`src/hw/rtl/cda_pkg.sv`:
```
// Package for the calendar date advance block: types, field layout, month table.
// No dependencies.
`timescale 1ns / 1ps

package cda_pkg;

	localparam int unsigned DayW   = 6;
	localparam int unsigned MonthW = 4;
	localparam int unsigned YearW  = 16;
	localparam int unsigned CountW = 16;
	localparam int unsigned RdayW  = 5;

	localparam int unsigned InDataW  = 48;
	localparam int unsigned OutDataW = 32;

	// y / 400 approximated as (y * DivMul) >> DivShift; never above the true quotient
	localparam int unsigned DivMul   = 5242;
	localparam int unsigned DivShift = 21;
	localparam int unsigned QuotW    = 8;
	localparam int unsigned RemW     = 9;

	localparam logic [MonthW-1:0] MonthJan = 4'd1;
	localparam logic [MonthW-1:0] MonthFeb = 4'd2;
	localparam logic [MonthW-1:0] MonthDec = 4'd12;

	localparam logic [YearW-1:0] YearMax = 16'hFFFF;

	typedef enum logic [2:0] {
		ST_IDLE,
		ST_DIV,
		ST_CLAMP,
		ST_RUN,
		ST_DONE
	} state_t;

	typedef struct packed {
		logic load;
		logic rem;
		logic clamp;
		logic step;
	} cmd_t;

	typedef struct packed {
		logic count_zero;
	} status_t;

	function automatic logic [RdayW-1:0] month_days(input logic [MonthW-1:0] m,
		input logic leap);
		logic [RdayW-1:0] len;
		case (m)
			4'd1:    len = 5'd31;
			4'd2:    len = leap ? 5'd29 : 5'd28;
			4'd3:    len = 5'd31;
			4'd4:    len = 5'd30;
			4'd5:    len = 5'd31;
			4'd6:    len = 5'd30;
			4'd7:    len = 5'd31;
			4'd8:    len = 5'd31;
			4'd9:    len = 5'd30;
			4'd10:   len = 5'd31;
			4'd11:   len = 5'd30;
			4'd12:   len = 5'd31;
			default: len = 5'd31;
		endcase
		return len;
	endfunction

endpackage

```
`src/hw/rtl/cda_ctrl.sv`:
```
// Sequencer for the date advance: load, year split, clamp, day stepping, hand-off.
// Depends on cda_pkg.
`timescale 1ns / 1ps

module cda_ctrl (
	input  logic              clk,
	input  logic              arst_n,
	input  logic              s_tvalid,
	output logic              s_tready,
	output logic              m_tvalid,
	input  logic              m_tready,
	output cda_pkg::cmd_t     cmd,
	input  cda_pkg::status_t  status
);

	cda_pkg::state_t state_q, state_d;

	always_ff @(posedge clk or negedge arst_n) begin
		if (!arst_n) begin
			state_q <= cda_pkg::ST_IDLE;
		end else begin
			state_q <= state_d;
		end
	end

	always_comb begin
		state_d   = state_q;
		s_tready  = 1'b0;
		m_tvalid  = 1'b0;
		cmd       = '0;
		case (state_q)
			cda_pkg::ST_IDLE: begin
				s_tready = 1'b1;
				if (s_tvalid) begin
					cmd.load = 1'b1;
					state_d  = cda_pkg::ST_DIV;
				end
			end
			cda_pkg::ST_DIV: begin
				cmd.rem = 1'b1;
				state_d = cda_pkg::ST_CLAMP;
			end
			cda_pkg::ST_CLAMP: begin
				cmd.clamp = 1'b1;
				state_d   = cda_pkg::ST_RUN;
			end
			cda_pkg::ST_RUN: begin
				if (status.count_zero) begin
					state_d = cda_pkg::ST_DONE;
				end else begin
					cmd.step = 1'b1;
				end
			end
			cda_pkg::ST_DONE: begin
				m_tvalid = 1'b1;
				if (m_tready) begin
					state_d = cda_pkg::ST_IDLE;
				end
			end
			default: begin
				state_d = cda_pkg::ST_IDLE;
			end
		endcase
	end

endmodule

```
`src/hw/rtl/cda_datapath.sv`:
```
// Date registers, year-mod-400 tracking and the one-day step.
// Depends on cda_pkg.
`timescale 1ns / 1ps

module cda_datapath (
	input  logic                           clk,
	input  logic                           arst_n,
	input  cda_pkg::cmd_t                  cmd,
	output cda_pkg::status_t               status,
	input  logic [cda_pkg::InDataW-1:0]    in_data,   // day, month, year, count
	output logic [cda_pkg::OutDataW-1:0]   out_data   // day, month, year, overflow
);

	localparam int unsigned ProdW = cda_pkg::YearW + 13;

	logic [cda_pkg::DayW-1:0]   day_q;
	logic [cda_pkg::MonthW-1:0] month_q;
	logic [cda_pkg::YearW-1:0]  year_q;
	logic [cda_pkg::CountW-1:0] count_q;
	logic [cda_pkg::QuotW-1:0]  quot_q;
	logic [cda_pkg::RemW-1:0]   rem_q;
	logic                       ovf_q;

	logic [cda_pkg::DayW-1:0]   in_day;
	logic [cda_pkg::MonthW-1:0] in_month, month_clamped;
	logic [cda_pkg::YearW-1:0]  in_year;
	logic [cda_pkg::CountW-1:0] in_count;
	logic [ProdW-1:0]           div_prod;
	logic [cda_pkg::YearW-1:0]  quot_x400, rem_raw, rem_fix;
	logic                       leap;
	logic [cda_pkg::RdayW-1:0]  mdays;

	assign in_day   = in_data[5:0];
	assign in_month = in_data[9:6];
	assign in_year  = in_data[25:10];
	assign in_count = in_data[41:26];

	always_comb begin
		if (in_month == '0) begin
			month_clamped = cda_pkg::MonthJan;
		end else if (in_month > cda_pkg::MonthDec) begin
			month_clamped = cda_pkg::MonthDec;
		end else begin
			month_clamped = in_month;
		end
	end

	assign div_prod = ProdW'(in_year) * ProdW'(cda_pkg::DivMul);

	// quotient may be one short, so the remainder stays below 800
	assign quot_x400 = cda_pkg::YearW'(quot_q) * cda_pkg::YearW'(400);
	assign rem_raw   = year_q - quot_x400;
	assign rem_fix   = (rem_raw >= cda_pkg::YearW'(400)) ? rem_raw - cda_pkg::YearW'(400)
		: rem_raw;

	// leap from year mod 400: divisible by 4, and not a non-zero century
	assign leap = (rem_q[1:0] == 2'b00) && (rem_q != 9'd100) && (rem_q != 9'd200)
		&& (rem_q != 9'd300);
	assign mdays = cda_pkg::month_days(month_q, leap);

	always_ff @(posedge clk or negedge arst_n) begin
		if (!arst_n) begin
			count_q <= '0;
			ovf_q   <= 1'b0;
		end else begin
			if (cmd.load) begin
				count_q <= in_count;
				ovf_q   <= 1'b0;
			end else if (cmd.step) begin
				count_q <= count_q - 1'b1;
				if (day_q >= cda_pkg::DayW'(mdays) && month_q == cda_pkg::MonthDec
					&& year_q == cda_pkg::YearMax) begin
					ovf_q <= 1'b1;
				end
			end
		end
	end

	always_ff @(posedge clk) begin
		if (cmd.load) begin
			day_q   <= in_day;
			month_q <= month_clamped;
			year_q  <= in_year;
			quot_q  <= div_prod[cda_pkg::DivShift +: cda_pkg::QuotW];
		end else if (cmd.rem) begin
			rem_q <= rem_fix[cda_pkg::RemW-1:0];
		end else if (cmd.clamp) begin
			if (day_q == '0) begin
				day_q <= cda_pkg::DayW'(1);
			end else if (day_q > cda_pkg::DayW'(mdays)) begin
				day_q <= cda_pkg::DayW'(mdays);
			end
		end else if (cmd.step) begin
			if (day_q >= cda_pkg::DayW'(mdays)) begin
				day_q <= cda_pkg::DayW'(1);
				if (month_q == cda_pkg::MonthDec) begin
					month_q <= cda_pkg::MonthJan;
					year_q  <= year_q + 1'b1;
					// 65535 mod 400 is 335, so the wrap to year 0 resets it too
					if (rem_q == 9'd399 || year_q == cda_pkg::YearMax) begin
						rem_q <= '0;
					end else begin
						rem_q <= rem_q + 1'b1;
					end
				end else begin
					month_q <= month_q + 1'b1;
				end
			end else begin
				day_q <= day_q + 1'b1;
			end
		end
	end

	assign status.count_zero = (count_q == '0);

	assign out_data = {6'd0, ovf_q, year_q, month_q, day_q[cda_pkg::RdayW-1:0]};

endmodule

```
`src/hw/rtl/calendar_date_advance.sv`:
```
// Top level of the calendar date advance block.
// Depends on cda_pkg, cda_ctrl and cda_datapath.
//
// Takes a start date and a day count, clamps the date into range and steps it forward
// one day per clock with Gregorian leap rules. One item is worked at a time: an item
// goes through set-up (load, year-mod-400 split, clamp), then day_count steps of the
// single-day step unit, then a check that sees the count run out, then the result is
// held until taken before the next item is accepted. No reset sweep is needed.
`timescale 1ns / 1ps

module calendar_date_advance (
	input  logic        clk,
	input  logic        arst_n,
	input  logic        s_tvalid,
	output logic        s_tready,
	// [5:0] start_day, [9:6] start_month, [25:10] start_year, [41:26] day_count
	input  logic [47:0] s_tdata,
	output logic        m_tvalid,
	input  logic        m_tready,
	// [4:0] result_day, [8:5] result_month, [24:9] result_year, [25] year_overflow
	output logic [31:0] m_tdata
);

	cda_pkg::cmd_t    cmd;
	cda_pkg::status_t status;

	cda_ctrl u_ctrl (
		.clk      (clk),
		.arst_n   (arst_n),
		.s_tvalid (s_tvalid),
		.s_tready (s_tready),
		.m_tvalid (m_tvalid),
		.m_tready (m_tready),
		.cmd      (cmd),
		.status   (status)
	);

	cda_datapath u_dp (
		.clk      (clk),
		.arst_n   (arst_n),
		.cmd      (cmd),
		.status   (status),
		.in_data  (s_tdata),
		.out_data (m_tdata)
	);

endmodule

```
`config.mk`:
```
export PLATFORM = sky130hd
export DESIGN_NAME = calendar_date_advance
export DESIGN_NICKNAME = d
export VERILOG_FILES = /design/src/hw/rtl/cda_pkg.sv /design/src/hw/rtl/cda_ctrl.sv /design/src/hw/rtl/cda_datapath.sv /design/src/hw/rtl/calendar_date_advance.sv
export SDC_FILE = /design/constraint.sdc
export NUM_CORES = 1
export LEC_CHECK = 0
export ABC_AREA = 0
export BUFFER_PORTS_ARGS = -buffer_cell sky130_fd_sc_hd__buf_2
export CAP_MARGIN = 20
export CORE_MARGIN = 4
export CORE_UTILIZATION = 40
export DETAILED_ROUTE_END_ITERATION = 16
export MAX_ROUTING_LAYER = met4
export PLACE_DENSITY_LB_ADDON = 0.1
export SYNTH_ARGS = -nofsm -noshare
export SYNTH_HDL_FRONTEND = slang
export SYNTH_HIERARCHICAL = 1
export SYNTH_SLANG_ARGS = --single-unit
```
`constraint.sdc`:
```
create_clock -name clk -period 6.04 [get_ports clk]
set_input_delay 0.604 -clock clk [delete_from_list [all_inputs] [get_ports clk]]
set_output_delay 0.604 -clock clk [all_outputs]
set_load 0.05 [all_outputs]
```
# Word-level counts from Yosys, hierarchy flattened
# Cells that the tools add are included.
[op_classes]
add_sub_neg = 7
n_mul = 2
magnitude_cmp = 4
eq_ne = 22
mux = 47
bitwise = 1
reduce_logical = 26
[op_table]
columns = ["op", "n"]
rows = [
  ["two-way mux 16 bit", 8],
  ["two-way mux 9 bit", 7],
  ["two-way mux 6 bit", 7],
  ["two-way mux 4 bit", 8],
  ["multiplier 16 x 12 -> 28 bit (second input constant)", 1],
  ["adder 16 x 1 -> 16 bit (second input constant)", 1],
  ["== test 16 bit (second input constant)", 1],
  ["greater-or-equal comparator 16 x 9 -> 1 bit (second input constant)", 1],
  ["zero test 16 bit", 1],
  ["subtractor 16 x 1 -> 16 bit (second input constant)", 1],
  ["subtractor 16 bit", 1],
  ["case mux 3 bit (5 select lines)", 1],
  ["nonzero test 2 bit", 7],
  ["== test 4 bit (second input constant)", 3],
  ["multiplier 8 x 5 -> 12 bit (second input constant)", 1],
  ["two-way mux 1 bit", 12],
  ["case mux 5 bit (2 select lines)", 1],
  ["AND reduction 5 bit", 2],
  ["adder 9 x 1 -> 9 bit (second input constant)", 1],
  ["== test 9 bit (second input constant)", 1],
  ["two-way mux 3 bit", 3],
  ["!= test 9 x 7 -> 1 bit (second input constant)", 1],
  ["!= test 9 x 8 -> 1 bit (second input constant)", 1],
  ["!= test 9 bit (second input constant)", 1],
  ["other kinds (26)", 37],
]
[word_totals]
reg_bits = 63
output_inout_bits = 34
elab_cells = 117

# Logic depth before layout (Yosys ltp)
# Gate-level depths: netlist of run 1.
[depth]
ltp_word = 12
depth_mapped = 20
depth_no_buf = 20

# Hierarchy
# The synthesis of run 1 kept the hierarchy.
[by_module_without_submodules]
columns = ["mod", "n_inst", "cells_per_inst", "area_per_inst_um2", "seq_area_each_um2"]
rows = [
  ["cda_datapath", 1, 823, 7920.1, 1716.6],
  ["cda_ctrl", 1, 19, 187.7, 75.1],
]

# Least setup slack after synthesis of run 1
# No wires, ideal clock.
[synth_path]
kind = "input -> register"
from = "in s_tdata[20]"
to = "reg u_dp/quot_q[6] (netlist name) (data pin)"
setup_ns = 0.258
t_arrival_ns = 4.527
path_slack_ns = 1.256
stages = 14
path_buffers = 0
cell_sequence = "fa_1 -> ha_1 -> fa_1 -> fa_1 -> fa_1 -> ha_1 -> nand4_1 -> nor3_1 -> a22oi_1 -> o311ai_0 -> o211ai_1 -> nand2b_1 -> a21oi_1 -> xnor2_1"
[synth_via]
elab_chain_len = 1
[synth_rtl]
columns = ["element", "line", "rtl"]
rows = [
  ["start, declared", "calendar_date_advance.sv:17", "input logic [47:0] s_tdata,"],
  ["multiplier 16 x 12 -> 28 bit", "cda_datapath.sv:48", "assign div_prod = ProdW'(in_year) * ProdW'(cda_pkg::DivMul);"],
  ["net u_dp.div_prod[27]", "cda_datapath.sv:28", "logic [ProdW-1:0] div_prod;"],
  ["end signal, assigned", "cda_datapath.sv:84", "quot_q <= div_prod[cda_pkg::DivShift +: cda_pkg::QuotW];"],
  ["end, declared", "cda_datapath.sv:20", "logic [cda_pkg::QuotW-1:0] quot_q;"],
]
# The timed path passes the listed nets, and every way through them passes these cells.
# A chain may end at the register's enable or synchronous reset.

# Worst setup path in the final report of run 1
[layout_path]
from = "reg u_dp/quot_q[3] (netlist name)"
to = "reg u_dp/rem_q[8] (netlist name) (data pin)"
[layout_via]
elab_chain_len = 5
elab_cells_between_ends = 6
classes_between = "add/sub (2); mul (1); order compare (1); mux (2)"
[layout_rtl]
columns = ["element", "line", "rtl"]
rows = [
  ["multiplier 8 x 5 -> 12 bit (*)", "cda_datapath.sv:51", "assign quot_x400 = cda_pkg::YearW'(quot_q) * cda_pkg::YearW'(400);"],
  ["subtractor 16 bit (*)", "cda_datapath.sv:52", "assign rem_raw = year_q - quot_x400;"],
  ["greater-or-equal comparator 16 x 9 -> 1 bit / subtractor 9 bit (equally long branches)", "cda_datapath.sv:53", "assign rem_fix = (rem_raw >= cda_pkg::YearW'(400)) ? rem_raw - cda_pkg::YearW'(400)"],
  ["two-way mux 9 bit (*)", "cda_datapath.sv:53", ""],
  ["two-way mux 9 bit (*)", "cda_datapath.sv:85", "end else if (cmd.rem) begin"],
  ["end signal, assigned", "cda_datapath.sv:86", "rem_q <= rem_fix[cda_pkg::RemW-1:0];"],
  ["end signal, assigned", "cda_datapath.sv:103", "rem_q <= rem_q + 1'b1;"],
  ["end, declared", "cda_datapath.sv:21", "logic [cda_pkg::RemW-1:0] rem_q;"],
]
# Every way passes the cells marked *; elsewhere a longest branch is shown, timed or not.

==> results of run 1 <==
[worst register-to-register path, stage by stage, from the launching register on]
cell       delay, ns
edfxtp_1        0.44
ha_1            0.30
ha_1            0.32
fa_1            0.46
ha_1            0.36
nor2b_1         0.15
o21ai_0         0.14
nand2b_1        0.10
a21o_1          0.18
a21oi_1         0.16
xor2_1          0.10
ha_1            0.30
inv_1           0.05
or4_1           0.49
o31ai_1         0.23
a21boi_0        0.18
o21ai_2         0.32
a2111oi_2       0.12
a311o_1         0.33
[sequential cells by signal (all words and copies together), names as in the netlist]
name,flops
u_dp/count_q,16
u_dp/month_q,4
u_dp/quot_q,8
u_dp/rem_q,9
u_dp/day_q,6
u_dp/ovf_q,1
u_dp/year_q,16
u_ctrl/state_q,3
[cells by family (layout without fill, tap and decap cells)]
group	Yosys count	after routing
simple gates	204	204
flops	63	63
fa+ha+maj	213	213
xor+xnor	60	60
compound gates	144	144
mux	3	3
other cells	1	6
buf+inv	154	219
[worst max-delay path by stage]
| stage | start | to | depth (start not counted) |
|---|---|---|---|
| after CTS | u_dp/quot_q[3] | u_dp/rem_q[8] | 18 |
| after global routing | u_dp/quot_q[3] | u_dp/rem_q[8] | 18 |
| after global placement | s_tdata[19] | u_dp/quot_q[6] | 18 |
| after detailed placement | s_tdata[19] | u_dp/quot_q[6] | 18 |
| after floorplan | s_tdata[20] | u_dp/quot_q[6] | 14 |
| final | u_dp/quot_q[3] | u_dp/rem_q[8] | 18 |
[placed cells by master, fill, tap and decap left out, types with 4 or more instances in the layout]
cell type	n
ha_1	148
inv_1	127
buf_2	73
nand2_1	71
fa_1	65
o21ai_0	53
edfxtp_1	43
xnor2_1	37
nor2_1	36
a21oi_1	23
xor2_1	23
nand3_1	21
dfrtp_1	20
nor3_1	14
nand4_1	12
clkbuf_16	9
nand2b_1	7
nor4_1	7
o21a_1	7
and3_1	7
a211oi_1	6
conb_1	6
o211ai_1	5
nor2b_1	5
a21o_1	5
a31oi_1	4
[layout make-up]
type | count | area (um^2) | area share, %
Sequential cell | 63 | 1790 | 19.9
Multi-Input combinational cell | 630 | 5700 | 63.3
Tap cell | 265 | 332 | 3.69
Inverter | 127 | 477 | 5.30
Clock buffer | 10 | 229 | 2.54
Timing Repair Buffer | 76 | 388 | 4.31
Clock inverter | 6 | 85.1 | 0.946
[power by group]
group / leakage (nW) / switching [mW] / internal (mW)
Sequential: 0.632 / 0.0819 / 0.563
Combinational: 3.35 / 0.734 / 0.551
Clock: 0.150 / 0.190 / 0.359
[metrics by stage]
stage / instances / util (%) / instance area (um^2) / total power [mW]
floorplan: 847 / - / 8130 / 1.66
global placement: 1161 / 44.0 / 8680 / 1.94
detailed placement: 1161 / 44.0 / 8680 / 1.95
CTS: 1177 / 45.6 / 9000 / 2.52
global route: 1177 / 45.6 / 9000 / 2.76
finish: 1177 / 45.6 / 9000 / 2.48
[layer usage]
layer  vias to the layer above  global-route usage [%]
li1                       3025                       -
met1                      2714                    22.8
met2                        77                    25.0
met3                        15                    1.96
met4                         0                    4.07
met5                         -                       -
==> results.tsv, run 1 <==
stage	metric	value	unit
die	coreArea	19700	um^2
critical_path	r2r_setup_slack	1.07	ns
route	drtIter0Drc	222	
outcome	status	finished clean	
timing	period_minus_slack	4.97	ns
critical_path	crit_path_max_incr_delay	0.49	ns
logic_synthesis	yosysMostFrequentCell	ha_1	
grt	grt_overflow_total	0	
logic_synthesis	synthMuxAreaShare	0.417	%
route	first_pass_iters	4	
cts	clockBufferDepth	2	
die	rows	51	
critical_path	crit_chain	ha_1, ha_1, fa_1, ha_1, nor2b_1, o21ai_0, nand2b_1, a21o_1, a21oi_1, xor2_1, ha_1, inv_1, or4_1, o31ai_1, a21boi_0, o21ai_2, a2111oi_2, a311o_1	
timing	tns	0	ns
logic_synthesis	synth_area	8110	um^2
logic_synthesis	synth-main-ff-cell	edfxtp_1	
placed_design	portBuffers	73	
critical_path	worstReg2RegStart	u_dp/quot_q[3]	
cells_and_area	area_growth	11.0	%
cts	clkTransAtPathRegs	0.06	ns
grt	antenna_found_initial	0	
logic_synthesis	synthAdderAreaFrac	38.9	%
critical_path	critPathTopFamily	adder cells	
logic_synthesis	synthTopCellsByArea	ha_1 (23%), fa_1 (16%), edfxtp_1 (16%)	
timing	period_share	82.3	%
logic_synthesis	synth_async_sr_flop_share	31.7	%
timing	hold_viol_final	0	
logic_synthesis	synth-simple-area-share	12.5	%
placed_design	dp_slack	0.778	ns
critical_path	required	6.12	ns
power_and_ir_drop	powerDensity	276	nW/um^2
timing	maxSlewViolCount	0	
critical_path	arrival	5.05	ns
critical_path	criticalPathCategory	reg -> reg	
route	ant_nets	0	
timing	rsz0062_at_grt	false	
die	dieHeight	150	um
timing	max_freq	201	MHz
die	dieWidth	150	um
route	num_vias	5831	
cts	postCtsResizedCells	0	
die	initial_core_util	41.1	%
cts	cts_tree	built	
cells_and_area	fin_nets	1172	
critical_path	rr_endpoint	u_dp/rem_q[8]	
cts	cts_setup_buffers	0	
logic_synthesis	avgSynthCellArea	9.63	um^2
logic_synthesis	synth_commonest_cells	ha_1 (148), inv_1 (127), nand2_1 (71)	
timing	setup_slack	1.07	ns
cells_and_area	diodes	0	
logic_synthesis	synth_top_area_share	22.8	%
critical_path	critical_path.startpoint_type	flop	
placed_design	routabilityCongestion	0.821	
route	wirelength	17.0	mm
route	wl_met1	8.45	mm
die	fp.dieArea	22600	um^2
critical_path	crit_top_cell	ha_1	
route	vias_per_cell	4.95	
logic_synthesis	synth_edf_count	43	
route	routedWlPerCell	14.4	um
timing	worstMarginPinSlew	0.968	ns
logic_synthesis	ys_seq_area_share	22.1	%
logic_synthesis	ys_seq_elements	63	
cts	clkSinkCount	63	
cells_and_area	drive_gt1_share	12.1	%
die	boundaryPins	86	
cells_and_area	n_fill_cell	1956	
min_path	hp-class	in -> async	
cts	ctsHoldBuffers	0	
route	drc_errors	0	
grt	grt_pass1_vias	5866	
cts	htreeDepth	3	
run	maxCapViolCount	0	
grt	grt_max_degree	47	
critical_path	reg2regPathDepth	18	
logic_synthesis	synth_xor_area_share	6.48	%
power_and_ir_drop	peakVddDrop	0.120	mV
timing	slew_headroom	35.2	%
logic_synthesis	synth_top_family_by_area	adder cells	
critical_path	cp_max_fo	6	
logic_synthesis	ys_types	75	
critical_path	worst_setup_path_end_kind	flop	
grt	grt_pass1_wl	28.3	mm
route	highest_layer	met4	
power_and_ir_drop	p_leak	4.13	nW
route	met2_length	7.77	mm
logic_synthesis	netlist_instances	842	
grt	globalRouteTotalUtil	16.2	%
logic_synthesis	synth-compound-area-share	11.6	%
logic_synthesis	yosys.area.top_type	ha_1	
logic_synthesis	yosys_warnings	6	
route	met3WireLength	517	um
cts	clock_latency	0.34	ns
timing	setup_violations	0	
critical_path	cp_num_buf_inv	1	
critical_path	crit_slowest_cell	or4_1	
placed_design	dp_hpwl	14.1	mm
timing	holdWs	0.211	ns
cts	cts-buffers-inserted	9	
timing	fin_worst_skew	0.00798	ns
cts	clock-root-buffer	clkbuf_16	
(Power assumes the default switching activity.)
==> inputs of run 2 (changes only) <==
Clock period 6.04 ns to 5.2 ns, I/O delays scaled along.
==> run 2 against run 1 <==
  * Sequential share of layout area down 0.12 points
  * Final cell count rose by 0.51%
  * Die area stayed put
  * Critical path depth stayed put
  * First-iteration DRC count increased by 15%
  * Hold slack worse by 0.079 ns
  * Via count is 0.89% higher
  * Worst setup slack worse by 0.74 ns
  * Count of clock-buffer cells in the layout is 1 higher
  * Critical path type unchanged
  * Critical endpoint unchanged
  * Largest cell class unchanged
  * Highest routed layer unchanged
==> results.tsv, run 2 (synthesis results as in run 1) <==
stage	metric	value	unit	change
cells_and_area	regArea	1790	um^2	unchanged
critical_path	cp_max_fo	4		-2
die	boundaryPins	86		unchanged
placed_design	dp_hpwl	14.3	mm	+1.5%
die	initial_core_util	41.1	%	unchanged
critical_path	crit_top_cell	ha_1		
cells_and_area	n_fill_cell	1948		-0.41%
cells_and_area	layout_common_cells	ha_1 (148), inv_1 (127), buf_2 (73)		
cells_and_area	area_growth	11.7	%	
run	maxCapViolCount	0		unchanged
cts	clock-root-buffer	clkbuf_16		
critical_path	critical_path.startpoint_type	flop		
cts	postCtsResizedCells	0		unchanged
timing	fin_worst_skew	0.00846	ns	+0.000484 ns
cts	clock_latency	0.33	ns	about the same
timing	holdWs	0.133	ns	-0.0789 ns
route	ant_nets	0		unchanged
power_and_ir_drop	powerDensity	322	nW/um^2	+17%
route	wirelength	17.2	mm	+1.3%
timing	max_freq	205	MHz	+2.2%
cts	clkTransAtPathRegs	0.06	ns	about the same
route	routedWlPerCell	14.5	um	+0.74%
placed_design	portBuffers	73		unchanged
cts	clockBufferDepth	2		unchanged
die	coreArea	19700	um^2	unchanged
timing	setup_violations	0		unchanged
critical_path	required	5.27	ns	-0.85 ns
critical_path	crit_chain	ha_1, ha_1, fa_1, ha_1, nor2b_1, o21ai_0, nand2b_1, a21o_1, a21oi_1, xor2_1, ha_1, inv_1, or4_1, o31ai_1, and3_1, o2111a_2, a2111oi_2, a311o_1		
cts	clkSinkCount	63		unchanged
cts	cts_tree	built		
cells_and_area	fin_nets	1178		+0.51%
critical_path	critPathTopFamily	adder cells		
placed_design	routabilityCongestion	0.809		-1.5%
critical_path	arrival	4.94	ns	-0.11 ns
route	drc_errors	0		unchanged
power_and_ir_drop	peakVddDrop	0.141	mV	+18%
die	rows	51		unchanged
cells_and_area	reg_top3	u_dp/count_q: 16 flops, u_dp/year_q: 16 flops, u_dp/rem_q: 9 flops		
timing	slew_headroom	32.5	%	-2.7 points
critical_path	crit_slowest_cell	or4_1		
cells_and_area	mostFrequentLayoutCell	ha_1		
min_path	hp-class	in -> async		
grt	globalRouteTotalUtil	16.5	%	+0.33 points
die	dieHeight	150	um	unchanged
timing	rsz0062_at_grt	false		
critical_path	worst_setup_path_end_kind	flop		
die	fp.dieArea	22600	um^2	unchanged
critical_path	criticalPathCategory	reg -> reg		
timing	tns	0	ns	unchanged
cells_and_area	multi_input_area	5700	um^2	unchanged
critical_path	crit_path_max_incr_delay	0.49	ns	about the same
grt	grt_pass1_vias	5994		+2.2%
grt	antenna_found_initial	0		unchanged
cts	cts-buffers-inserted	9		unchanged
critical_path	crit_start	u_dp/quot_q[3]		
route	vias_per_cell	4.97		+0.38%
critical_path	r2r_setup_slack	0.33	ns	-0.74 ns
grt	grt_max_degree	52		+11%
outcome	status	finished clean		
power_and_ir_drop	p_leak	4.17	nW	+0.85%
cells_and_area	diodes	0		unchanged
grt	grt_pass1_wl	29.0	mm	+2.5%
route	num_vias	5883		+0.89%
cts	htreeDepth	3		unchanged
route	drtIter0Drc	256		+15%
grt	grt_overflow_total	0		unchanged
timing	worstMarginPinSlew	1.01	ns	+0.0403 ns
critical_path	cp_num_buf_inv	1		unchanged
route	first_pass_iters	4		unchanged
timing	maxSlewViolCount	0		unchanged
timing	hold_viol_final	0		unchanged
die	dieWidth	150	um	unchanged
timing	period_minus_slack	4.87	ns	-0.105 ns
critical_path	worstReg2RegStart	u_dp/quot_q[3]		
timing	period_share	93.6	%	+11 points
cells_and_area	drive_gt1_share	12.7	%	+0.68 points
==> run 2: cell type report <==
type / count / area share [%]
Clock buffer: 11 / 2.68
Clock inverter: 5 / 0.898
Inverter: 127 / 5.27
Multi-Input combinational cell: 630 / 62.9
Sequential cell: 63 / 19.8
Tap cell: 265 / 3.66
Timing Repair Buffer: 82 / 4.78
==> run 2: path summary, 6_finish.rpt <==
kind,cells after the start,endpoint
setup / recovery,18,u_dp/rem_q[8]
hold / removal,1,u_dp/count_q[2]
setup reg to reg,18,u_dp/rem_q[8]
hold reg to reg,2,u_dp/ovf_q
max in group asynchronous,1,u_dp/count_q[1]
min in group clk,3,u_dp/count_q[2]
==> run 2: metrics by stage <==
stage / utilization, % / power (mW) / cell area, um^2 / cells / setup slack (ns)
3_5_place_dp: 44.2 / 2.30 / 8720 / 1166 / 0.118
6_report: 45.9 / 2.92 / 9050 / 1183 / 0.334
2_1_floorplan: - / 1.93 / 8130 / 847 / 0.500
3_3_place_gp: 44.2 / 2.29 / 8720 / 1166 / 0.135
4_1_cts: 45.9 / 2.98 / 9040 / 1182 / 0.179
5_1_grt: 45.9 / 3.27 / 9050 / 1183 / 0.0240
==> run 2: per-layer routing <==
layer	wire [um]	GRT usage, %	vias to the layer above
li1	-	-	3035
met5	0	-	-
met4	282	4.80	0
met1	8560	23.0	2747
met3	446	1.72	16
met2	7880	25.6	85
==> run 2: worst reg2reg max path: cells and delay by family, from the launching register on <==
kind / cells / cell delay (ns)
compound gates: 7 / 1.34
xor+xnor: 1 / 0.10
fa+ha+maj: 5 / 1.75
buf+inv: 1 / 0.05
simple gates: 4 / 0.97
flops: 1 / 0.44
==> run 2: timing repair <==
action                                  in CTS  in global routing
hold buffers                                 0                  0
buffers inserted                             0                  1
endpoints found under the setup margin       0                  1
hold endpoints to repair                     0                  0
==> run 2: power by group <==
group | internal [mW] | total, mW | leakage [nW] | switching [mW]
Clock | 0.432 | 0.647 | 0.156 | 0.215
Combinational | 0.662 | 1.52 | 3.38 | 0.862
Sequential | 0.654 | 0.748 | 0.632 | 0.0944
Total | 1.75 | 2.92 | 4.17 | 1.17
==> inputs of run 3 (changes only) <==
Settings changed: RECOVER_POWER set to 25.
==> run 3 against run 2 <==
  * Via count about the same
  * Non-clock buffer count is the same
  * Register-to-register slack about the same
  * Clock skew barely moved
  * Combinational power about the same
  * Die area is the same
  * Count of clock-buffer cells in the layout did not move
  * Highest routed layer unchanged
==> results.tsv, run 3 (synthesis results as in run 1) <==
stage	metric	value	unit	change
outcome	status	finished clean		
timing	worstMarginPinSlew	1.11	ns	+0.105 ns
critical_path	r2r_setup_slack	0.33	ns	about the same
cells_and_area	diodes	0		unchanged
cts	ctsHoldBuffers	0		unchanged
timing	rsz0062_at_grt	false		
grt	antenna_found_initial	0		unchanged
timing	period_minus_slack	4.87	ns	+0.00221 ns
placed_design	placed_cells	1166		unchanged
die	coreArea	19700	um^2	unchanged
grt	globalRouteTotalUtil	16.5	%	unchanged
critical_path	worstReg2RegStart	u_dp/quot_q[3]		
route	num_vias	5885		+0.034%
cells_and_area	layout_common_cells	ha_1 (148), inv_1 (127), nand2_1 (71)		
die	boundaryPins	86		unchanged
die	dieWidth	150	um	unchanged
route	drtIter0Drc	217		-15%
cts	clock-root-buffer	clkbuf_16		
critical_path	crit_start	u_dp/quot_q[3]		
timing	setup_slack	0.332	ns	-0.00221 ns
cells_and_area	drive_gt1_share	10.7	%	-2.1 points
min_path	hp-class	in -> async		
placed_design	dp_slack	0.118	ns	unchanged
route	vias_per_cell	4.97		about the same
critical_path	critical_path.startpoint_type	flop		
timing	hold_viol_final	0		unchanged
cells_and_area	fin_nets	1178		unchanged
cells_and_area	reg_top3	u_dp/count_q: 16 flops, u_dp/year_q: 16 flops, u_dp/rem_q: 9 flops		
timing	maxSlewViolCount	0		unchanged
route	routedWlPerCell	14.6	um	+0.37%
cells_and_area	mostFrequentLayoutCell	ha_1		
grt	grt_pass1_wl	29.0	mm	unchanged
critical_path	worst_setup_path_end_kind	flop		
route	first_pass_iters	5		+1
route	ant_nets	0		unchanged
cts	cts-buffers-inserted	9		unchanged
route	drc_errors	0		unchanged
cts	cts_tree	built		
timing	max_freq	205	MHz	about the same
power_and_ir_drop	powerDensity	322	nW/um^2	-0.13%
cts	clockBufferDepth	2		unchanged
die	rows	51		unchanged
placed_design	portBuffers	73		unchanged
grt	grt_max_degree	52		unchanged
critical_path	cp_max_fo	4		unchanged
critical_path	criticalPathCategory	reg -> reg		
cells_and_area	area_growth	11.4	%	
placed_design	routabilityCongestion	0.809		unchanged
timing	fin_worst_skew	0.00881	ns	+0.000352 ns
power_and_ir_drop	power	2.91	mW	-0.39%
critical_path	crit_end	u_dp/rem_q[8]		
grt	grt_overflow_total	0		unchanged
grt	grt_pass1_vias	5994		unchanged
die	dieHeight	150	um	unchanged
cts	htreeDepth	3		unchanged
die	initial_core_util	41.1	%	unchanged
placed_design	dp_hpwl	14.3	mm	unchanged
power_and_ir_drop	p_leak	4.11	nW	-1.3%
critical_path	required	5.27	ns	about the same
critical_path	reg2regPathDepth	18		unchanged
run	maxCapViolCount	0		unchanged
timing	slew_headroom	25.7	%	-6.8 points
cells_and_area	stdcell_count	1183		unchanged
power_and_ir_drop	peakVddDrop	0.142	mV	about the same
cts	clkTransAtPathRegs	0.06	ns	about the same
cts	clkSinkCount	63		unchanged
die	fp.dieArea	22600	um^2	unchanged
route	wirelength	17.2	mm	+0.37%
critical_path	rr_endpoint	u_dp/rem_q[8]		
cts	clock_latency	0.33	ns	about the same
timing	tns	0	ns	unchanged
timing	setup_violations	0		unchanged
timing	period_share	93.6	%	about the same
critical_path	arrival	4.94	ns	about the same
run 3: worst min-delay path by stage:
stage | startpoint | to | slack [ns] | cells after the start
floorplan | arst_n | u_ctrl/state_q[0] | 0.22 | 0
global placement | arst_n | u_dp/count_q[2] | 0.50 | 1
detailed placement | arst_n | u_dp/count_q[3] | 0.50 | 1
CTS | arst_n | u_dp/count_q[2] | 0.13 | 1
global route | s_tdata[28] | u_dp/count_q[2] | 0.39 | 3
finish | arst_n | u_dp/count_q[2] | 0.37 | 1
run 3: metrics by stage:
step	hold WS [ns]	utilization [%]	area, um^2
6_report	0.375	45.8	9030
3_3_place_gp	0.503	44.2	8720
5_1_grt	0.387	45.8	9030
4_1_cts	0.133	45.9	9040
3_5_place_dp	0.497	44.2	8720
2_1_floorplan	0.224	-	8130
run 3: metal layers:
metal / global-route usage (%) / up-vias / share of wire [%] / routed length (um)
met2: 25.6 / 83 / 46 / 7950
li1: - / 3036 / - / -
met3: 1.72 / 16 / 2.7 / 463
met4: 4.80 / 0 / 1.6 / 282
met5: - / - / 0 / 0
met1: 23.0 / 2750 / 50 / 8540
run 3: report_power, final:
part	leakage [nW]	internal, mW	switching [mW]	total, mW
logic	3.33	0.655	0.856	1.51
registers	0.632	0.654	0.0950	0.749
clock network	0.156	0.432	0.215	0.648
run 3: worst max-delay path, cell delays in order (launching register included):
cell       delay, ns
edfxtp_1        0.44
ha_1            0.31
ha_1            0.32
fa_1            0.46
ha_1            0.36
nor2b_1         0.15
o21ai_0         0.14
nand2b_1        0.10
a21o_1          0.18
a21oi_1         0.16
xor2_1          0.10
ha_1            0.30
inv_1           0.05
or4_1           0.49
o31ai_1         0.24
and3_1          0.23
o2111a_2        0.22
a2111oi_2       0.07
a311o_1         0.33
run 3: what timing repair did:
item / CTS / global route
buffers inserted: 0 / 1
endpoints found under the setup margin: 0 / 1
gates resized for setup: 0 / 0
hold endpoints to repair: 0 / 0
run 3: final cells by class:
class,count,area (um^2)
flip-flops and latches,63,1790
clock inverters,5,81.3
clock buffers,11,243
inverters,127,477
fillers,1955,10700
multi-input cells,630,5700
well taps,265,332
repair buffers,82,409
